File: config.mk
export PLATFORM = sky130hd
export DESIGN_NAME = bmhq_seq
export DESIGN_NICKNAME = d
export VERILOG_FILES = /design/src/rtl/bmhq_pkg.sv /design/src/rtl/bmhq_seq.sv
export SDC_FILE = /design/constraint.sdc
export NUM_CORES = 1
export LEC_CHECK = 0
export BUFFER_PORTS_ARGS = -buffer_cell sky130_fd_sc_hd__buf_2
export CORE_ASPECT_RATIO = 1.25
export CORE_MARGIN = 2
export CORE_UTILIZATION = 30
export CTS_CLUSTER_DIAMETER = 100
export DETAILED_ROUTE_END_ITERATION = 12
export PLACE_DENSITY = 0.62
export SLEW_MARGIN = 40
export SYNTH_ARGS = -nofsm -noshare
export SYNTH_HDL_FRONTEND = slang
export SYNTH_SLANG_ARGS = --single-unit
File: constraint.sdc
create_clock -name i_clk -period 18.95 [get_ports i_clk]
set_input_delay 3.79 -clock i_clk [delete_from_list [all_inputs] [get_ports i_clk]]
set_output_delay 3.79 -clock i_clk [all_outputs]
set_load 0.1 [all_outputs]
File: src/rtl/bmhq_pkg.sv
package bmhq_pkg;

    // Heap geometry
    localparam int HEAP_CAPACITY = 64;
    localparam int IDX_W         = $clog2(HEAP_CAPACITY);
    localparam int CNT_W         = $clog2(HEAP_CAPACITY + 1);
    localparam int CHILD_W       = IDX_W + 2;

    // Field widths
    localparam int TIME_W        = 32;
    localparam int PAY_W         = 16;
    localparam int COUNT_OUT_W   = 7;

    // Operation codes
    localparam logic OP_INSERT  = 1'b0;
    localparam logic OP_EXTRACT = 1'b1;

    typedef enum logic [1:0] {
        ST_OK    = 2'd0,
        ST_EMPTY = 2'd1,
        ST_FULL  = 2'd2
    } t_status;

    typedef struct packed {
        logic [TIME_W-1:0] key;
        logic [PAY_W-1:0]  pay;
    } t_entry;

    localparam int ENTRY_W = $bits(t_entry);

    typedef enum logic [2:0] {
        S_IDLE,
        S_UP_RD,
        S_UP_CMP,
        S_DN_LOAD,
        S_DN_RD,
        S_DN_CMP
    } t_state;

    // One finished item, handed from the sequencer to the result register
    typedef struct packed {
        logic                   done;
        t_status                status;
        logic [TIME_W-1:0]      out_time;
        logic [PAY_W-1:0]       out_payload;
        logic [COUNT_OUT_W-1:0] entry_count;
    } t_result;

endpackage

File: src/rtl/bmhq_seq.sv
module bmhq_seq (
    input  logic                        i_clk,
    input  logic                        i_rst_n,
    input  logic                        start,
    output logic                        busy,
    input  logic                        i_operation,
    input  logic [bmhq_pkg::TIME_W-1:0] i_key_time,
    input  logic [bmhq_pkg::PAY_W-1:0]  i_event_payload,
    output logic                        o_we,
    output logic [bmhq_pkg::IDX_W-1:0]  o_waddr,
    output bmhq_pkg::t_entry            o_wdata,
    output logic [bmhq_pkg::IDX_W-1:0]  o_raddr_a,
    output logic [bmhq_pkg::IDX_W-1:0]  o_raddr_b,
    input  bmhq_pkg::t_entry            i_rdata_a,
    input  bmhq_pkg::t_entry            i_rdata_b,
    output bmhq_pkg::t_result           o_result
);

    bmhq_pkg::t_state                  r_state, n_state;
    logic [bmhq_pkg::CNT_W-1:0]        r_count, n_count;
    logic [bmhq_pkg::IDX_W-1:0]        r_pos, n_pos;
    bmhq_pkg::t_entry                  r_ent, n_ent;
    bmhq_pkg::t_entry                  r_out, n_out;

    logic [bmhq_pkg::IDX_W-1:0]        parent;
    logic [bmhq_pkg::CHILD_W-1:0]      lc, rc, cnt_ext;
    logic                              lc_ok, rc_ok, take_l, take_r;
    logic [bmhq_pkg::TIME_W-1:0]       cand_key;

    // Tree neighbors of the current hole
    assign parent   = bmhq_pkg::IDX_W'((r_pos - 1'b1) >> 1);
    assign lc       = {1'b0, r_pos, 1'b1};
    assign rc       = bmhq_pkg::CHILD_W'(lc + 1'b1);
    assign cnt_ext  = bmhq_pkg::CHILD_W'(r_count);
    assign lc_ok    = lc < cnt_ext;
    assign rc_ok    = rc < cnt_ext;

    // Child pick: strictly smaller wins, left first
    assign take_l   = lc_ok && (i_rdata_a.key < r_ent.key);
    assign cand_key = take_l ? i_rdata_a.key : r_ent.key;
    assign take_r   = rc_ok && (i_rdata_b.key < cand_key);

    assign busy = (r_state != bmhq_pkg::S_IDLE);

    // State and working registers
    always_ff @(posedge i_clk) begin
        if (!i_rst_n) begin
            r_state <= bmhq_pkg::S_IDLE;
            r_count <= '0;
        end else begin
            r_state <= n_state;
            r_count <= n_count;
        end
    end

    always_ff @(posedge i_clk) begin
        r_pos <= n_pos;
        r_ent <= n_ent;
        r_out <= n_out;
    end

    // Sequencer: hole-based sift up and sift down
    always_comb begin
        n_state   = r_state;
        n_count   = r_count;
        n_pos     = r_pos;
        n_ent     = r_ent;
        n_out     = r_out;
        o_we      = 1'b0;
        o_waddr   = r_pos;
        o_wdata   = r_ent;
        o_raddr_a = r_pos;
        o_raddr_b = r_pos;
        o_result  = '0;

        case (r_state)
            bmhq_pkg::S_IDLE: begin
                if (start) begin
                    if (i_operation == bmhq_pkg::OP_INSERT) begin
                        if (r_count == bmhq_pkg::CNT_W'(bmhq_pkg::HEAP_CAPACITY)) begin
                            o_result.done        = 1'b1;
                            o_result.status      = bmhq_pkg::ST_FULL;
                            o_result.entry_count = bmhq_pkg::COUNT_OUT_W'(r_count);
                        end else begin
                            n_ent   = '{key: i_key_time, pay: i_event_payload};
                            n_out   = '0;
                            n_pos   = bmhq_pkg::IDX_W'(r_count);
                            n_count = bmhq_pkg::CNT_W'(r_count + 1'b1);
                            n_state = bmhq_pkg::S_UP_RD;
                        end
                    end else begin
                        if (r_count == '0) begin
                            o_result.done        = 1'b1;
                            o_result.status      = bmhq_pkg::ST_EMPTY;
                            o_result.entry_count = bmhq_pkg::COUNT_OUT_W'(r_count);
                        end else begin
                            // Fetch root and last entry
                            o_raddr_a = '0;
                            o_raddr_b = bmhq_pkg::IDX_W'(r_count - 1'b1);
                            n_count   = bmhq_pkg::CNT_W'(r_count - 1'b1);
                            n_state   = bmhq_pkg::S_DN_LOAD;
                        end
                    end
                end
            end

            bmhq_pkg::S_UP_RD: begin
                if (r_pos == '0) begin
                    o_we                 = 1'b1;
                    n_state              = bmhq_pkg::S_IDLE;
                    o_result.done        = 1'b1;
                    o_result.status      = bmhq_pkg::ST_OK;
                    o_result.entry_count = bmhq_pkg::COUNT_OUT_W'(r_count);
                end else begin
                    o_raddr_a = parent;
                    n_state   = bmhq_pkg::S_UP_CMP;
                end
            end

            bmhq_pkg::S_UP_CMP: begin
                o_we = 1'b1;
                if (i_rdata_a.key > r_ent.key) begin
                    // Pull the parent down into the hole
                    o_wdata = i_rdata_a;
                    n_pos   = parent;
                    n_state = bmhq_pkg::S_UP_RD;
                end else begin
                    n_state              = bmhq_pkg::S_IDLE;
                    o_result.done        = 1'b1;
                    o_result.status      = bmhq_pkg::ST_OK;
                    o_result.entry_count = bmhq_pkg::COUNT_OUT_W'(r_count);
                end
            end

            bmhq_pkg::S_DN_LOAD: begin
                n_out   = i_rdata_a;
                n_ent   = i_rdata_b;
                n_pos   = '0;
                n_state = bmhq_pkg::S_DN_RD;
            end

            bmhq_pkg::S_DN_RD: begin
                o_raddr_a = bmhq_pkg::IDX_W'(lc);
                o_raddr_b = bmhq_pkg::IDX_W'(rc);
                n_state   = bmhq_pkg::S_DN_CMP;
            end

            bmhq_pkg::S_DN_CMP: begin
                o_we = 1'b1;
                if (take_r) begin
                    o_wdata = i_rdata_b;
                    n_pos   = bmhq_pkg::IDX_W'(rc);
                    n_state = bmhq_pkg::S_DN_RD;
                end else if (take_l) begin
                    o_wdata = i_rdata_a;
                    n_pos   = bmhq_pkg::IDX_W'(lc);
                    n_state = bmhq_pkg::S_DN_RD;
                end else begin
                    n_state              = bmhq_pkg::S_IDLE;
                    o_result.done        = 1'b1;
                    o_result.status      = bmhq_pkg::ST_OK;
                    o_result.out_time    = r_out.key;
                    o_result.out_payload = r_out.pay;
                    o_result.entry_count = bmhq_pkg::COUNT_OUT_W'(r_count);
                end
            end

            default: begin
                n_state = bmhq_pkg::S_IDLE;
            end
        endcase
    end

endmodule

==> implementation parameters <==
Parameter                              Value

Placement
  Post-Place Setup Slack ... ~4900 ps
  Routability congestion estimate from global placement ... 0.925
  Number of port buffers ... 273
  Final HPWL from detailed placement ... roughly 24000 um

Timing
  Count of pins over their slew limit ... 0
  Endpoints failing setup ... 0
  Unrepaired setup endpoints after global routing ... false
  Remaining max-slew budget at the tightest pin ... between 40% and 50%
  Final Hold Fails ... 0
  Clock Skew ... 16.9 ps
  Max Clk Rate ... ~0.073 GHz
  Fin crit period ... between 10000 and 15000 ps
  Summed negative setup slack over all endpoints ... 0 ps
  Worst slew pin tran ... just under 800 ps
  Final worst setup slack ... between 5000 and 6000 ps
  Part of the cycle the worst path needs ... around 72%

Detailed routing
  Remaining DRCs ... 0
  Average vias per placed instance ... about 5.3
  Antenna-violating nets left ... 0
  Post-Route WL ... 32300 um
  Violation count after the first detailed-route iteration ... 928
  Vias post-DR ... slightly above 9000
  Number of search-and-repair iterations in the first detailed-routing pass ... 5
  Drt wl/cell ... roughly 19 um

Yosys
  Post-synthesis sequential area ratio ... 35.2%
  Number of enable-type register cells in the synthesized netlist ... 102
  Share of synthesized registers carrying an async set or reset ... 0%
  Synthesized cell area ... approximately 9300 um2
  Gate count of the mapped netlist ... 1105
  Post-Syn Nets ... between 1000 and 1500
  Yosys cell types ... 60
  Top FF cell, synth ... sky130_fd_sc_hd__edfxtp_1
  Yosys warnings ... 0
  Total of flip-flops plus latches after synthesis ... roughly 110
  Synthesized area per cell ... roughly 8.4 um2

Worst hold path
  Instance count along the most critical hold path ... 1
  Kind of path behind the tightest hold check ... register to register

Global route
  First-pass GRT wire length ... roughly 50000 um
  Residual overflow from global routing ... 0
  GRT Overall Usage ... a little under 20%
  Via count of the first global-routing pass ... between 8000 and 9000
  Antenna violations before repair ... 5
  Maximum number of pins on one net before global-route repair ... 90

Clocking
  Clk buf depth ... 2
  Clock edge transition at the registers on the reported setup and hold paths ... 80 ps
  TritonCTS clock tree ... yes
  Clock root buffer master ... sky130_fd_sc_hd__clkbuf_16
  Total CTS buffers ... 9
  Hold buffer count at CTS ... 0
  Clock sinks ... 112
  CTS H-tree depth ... 3
  Quantity of gates resized following cts ... 0
  Number of buffers added for setup after CTS ... 0
  Worst-Skew Late Latency ... ~370 ps

Worst setup path
  List of cells traversed by the critical path ... buf_2, ha_1, nand4_1, nor4_1, and4_1, o31a_1, nor3_4, buf_4, a21oi_1, ha_1, a21o_1, a21o_1, a221oi_1, o21a_1, or2_2, nand2_1, a21oi_4, buf_4, o221ai_1, buf_2
  Slowest cell delay on critical path ... 610 ps
  Count of cell instances traversed by the critical path ... 20
  Depth of the most critical reg-to-reg path ... 17
  Worst endpoint data arrival time ... roughly 9900 ps
  Startpoint kind of the worst setup timing path ... input port
  Data required time at the worst endpoint ... approximately 15000 ps
  Crit Path Max Fanout ... 32
  Crit-path slowest cell ... sky130_fd_sc_hd__a21oi_4
  Worst setup EP type ... output port
  Worst Path Buf+Inv ... 4
  Crit path max-delay family ... compound AO/OA/AOI/OAI gates
  Critical path class ... input port to output port

Floorplanning
  Number of standard-cell rows in the floorplan ... between 70 and 80
  Num ports ... 274
  Area of the die ... about 32000 um2
  Core box area ... between 30000 and 40000 um2
  Overall die height ... roughly 200 um
  Initial cell density of the core ... 30.2%
  Floorplan die width ... 161 um

Final layout
  Final net count ... roughly 1600
  Fraction of final layout cells with drive strength greater than 1 ... about a quarter
  Area Growth Syn to Fin ... 22.2%
  Filler instances ... between 3000 and 4000

Power
  Worst ir drop on vdd ... 0.000257 V
  Total power density per cell area ... ~170 nW/um2
  Static leakage ... roughly 0.0053 uW

Job
  Max capacitance violation total ... 0

Outcome
  Result of the run ... completed
[logic make-up (layout without fill, tap and decap cells)]
kind of cell | after synthesis | count (layout) | share of synthesized area [%]
and+or+nand+nor | 372 | 372 | 20.0
AOI/OAI and AO/OA | 337 | 337 | 23.3
buffers and inverters | 169 | 394 | 7.16
DFF | 112 | 112 | 35.2
adders and majority gates | 80 | 80 | 10.8
muxes | 20 | 20 | 2.17
xor gates and xnor gates | 15 | 15 | 1.42
other | 0 | 4 | 0
[metrics by stage]
| stage | std cells | hold slack [ps] | area (um2) | util, % | total power [uW] |
|---|---|---|---|---|---|
| 6_report | 1741 | 538 | 11300 | 36.9 | 1930 |
| 5_1_grt | 1741 | 558 | 11300 | 36.9 | 2050 |
| 4_1_cts | 1737 | 532 | 11300 | 36.8 | 1940 |
| 3_5_place_dp | 1721 | 511 | 11000 | 35.9 | 1730 |
| 3_3_place_gp | 1719 | 513 | 11000 | 35.7 | 1720 |
| 2_1_floorplan | 1105 | 473 | 9280 | - | 1450 |
[path summary, 6_finish.rpt]
check / start / to / slack, ps
min: r_count[6] / r_count[6] / 540
min reg2reg: r_count[6] / r_count[6] / 540
max: i_rdata_a[47] / o_wdata[47] / 5220
max reg2reg: r_count[3] / o_waddr[0] / 12840
[cell type report]
cell class | instances | area [um2] | area share, %
multi-input cells | 824 | 5420 | 47.8
flip-flops and latches | 112 | 3260 | 28.8
repair buffers | 284 | 1480 | 13.1
well taps | 407 | 509 | 4.49
inverters | 94 | 353 | 3.11
clock buffers | 10 | 229 | 2.02
clock inverters | 6 | 66.3 | 0.585
diodes | 4 | 10.0 | 0.0883
[where the power goes]
part           internal [uW]  switching [uW]
Combinational            302            1020
Clock                    104            98.5
Sequential               353            59.7
[synthesized netlist by cell type (2+ instances only)]
master                     number  area (um2)
sky130_fd_sc_hd__nor2_1        52         195
sky130_fd_sc_hd__a21o_1         9        67.6
sky130_fd_sc_hd__o221ai_1      42         368
sky130_fd_sc_hd__o211ai_1       7        52.6
sky130_fd_sc_hd__buf_2          6        30.0
sky130_fd_sc_hd__a211oi_1       6        45.0
sky130_fd_sc_hd__a31oi_1        5        31.3
sky130_fd_sc_hd__nand2b_1       2        12.5
sky130_fd_sc_hd__xor2_1         4        35.0
sky130_fd_sc_hd__clkbuf_1      64         240
sky130_fd_sc_hd__buf_6          3        33.8
sky130_fd_sc_hd__nand3b_1       2        15.0
sky130_fd_sc_hd__a311oi_1       2        17.5
sky130_fd_sc_hd__o221ai_2      10         150
sky130_fd_sc_hd__a221o_1        5        50.1
sky130_fd_sc_hd__a211o_1        3        26.3
sky130_fd_sc_hd__nor2b_1        7        43.8
sky130_fd_sc_hd__o21a_1         9        67.6
sky130_fd_sc_hd__nor4_1         3        18.8
sky130_fd_sc_hd__and4_1         3        26.3
sky130_fd_sc_hd__ha_1          80        1000
sky130_fd_sc_hd__nand4_1       16         100
sky130_fd_sc_hd__buf_1          2        7.51
sky130_fd_sc_hd__inv_1         93         349
sky130_fd_sc_hd__a21oi_1       62         310
sky130_fd_sc_hd__and2_1        55         344
sky130_fd_sc_hd__or2_2          3        18.8
sky130_fd_sc_hd__nand3_1       26         130
sky130_fd_sc_hd__a21boi_0       2        15.0
sky130_fd_sc_hd__dfxtp_1       10         200
sky130_fd_sc_hd__o21ai_0      151         756
sky130_fd_sc_hd__and3_1        54         338
sky130_fd_sc_hd__mux2i_1       19         190
sky130_fd_sc_hd__o31a_1         2        17.5
sky130_fd_sc_hd__nor3_1        15        75.1
sky130_fd_sc_hd__or3_1          5        31.3
sky130_fd_sc_hd__edfxtp_1     102        3060
sky130_fd_sc_hd__xnor2_1       11        96.3
sky130_fd_sc_hd__nand2_1      126         473
sky130_fd_sc_hd__o22ai_1        7        43.8
[per-layer routing]
metal | global-route usage, % | wire length (um) | vias up
met4 | 7.49 | 896 | 2
met2 | 33.0 | 15800 | 352
met1 | 26.0 | 14000 | 4411
met3 | 2.21 | 1650 | 51
li1 | - | - | 4474
met5 | 0 | 8 | -
[registers in the layout, summed over array words and instances (netlist names)]
name and flops:
r_state 3, r_count 7, r_out 48, o_waddr 6, r_ent 48
[cell usage in the layout, fill, tap and decap left out, drive strengths merged, types with 4 or more instances in the layout]
| cell | instances |
|---|---|
| diode | 4 |
| o21a | 9 |
| xnor2 | 11 |
| o221ai | 52 |
| a221o | 5 |
| a211oi | 6 |
| nor3 | 16 |
| nand3 | 26 |
| nand2 | 126 |
| o22ai | 7 |
| o211ai | 8 |
| o21ai | 152 |
| or3 | 5 |
| a21oi | 62 |
| and2 | 55 |
| nand4 | 16 |
| inv | 96 |
| nor2b | 7 |
| nor2 | 52 |
| a21o | 9 |
| xor2 | 4 |
| a31oi | 5 |
| mux2i | 19 |
| clkbuf | 10 |
| ha | 80 |
| buf | 284 |
| edfxtp | 102 |
| and3 | 54 |
| dfxtp | 10 |
Power figures use the tool's default switching activity.
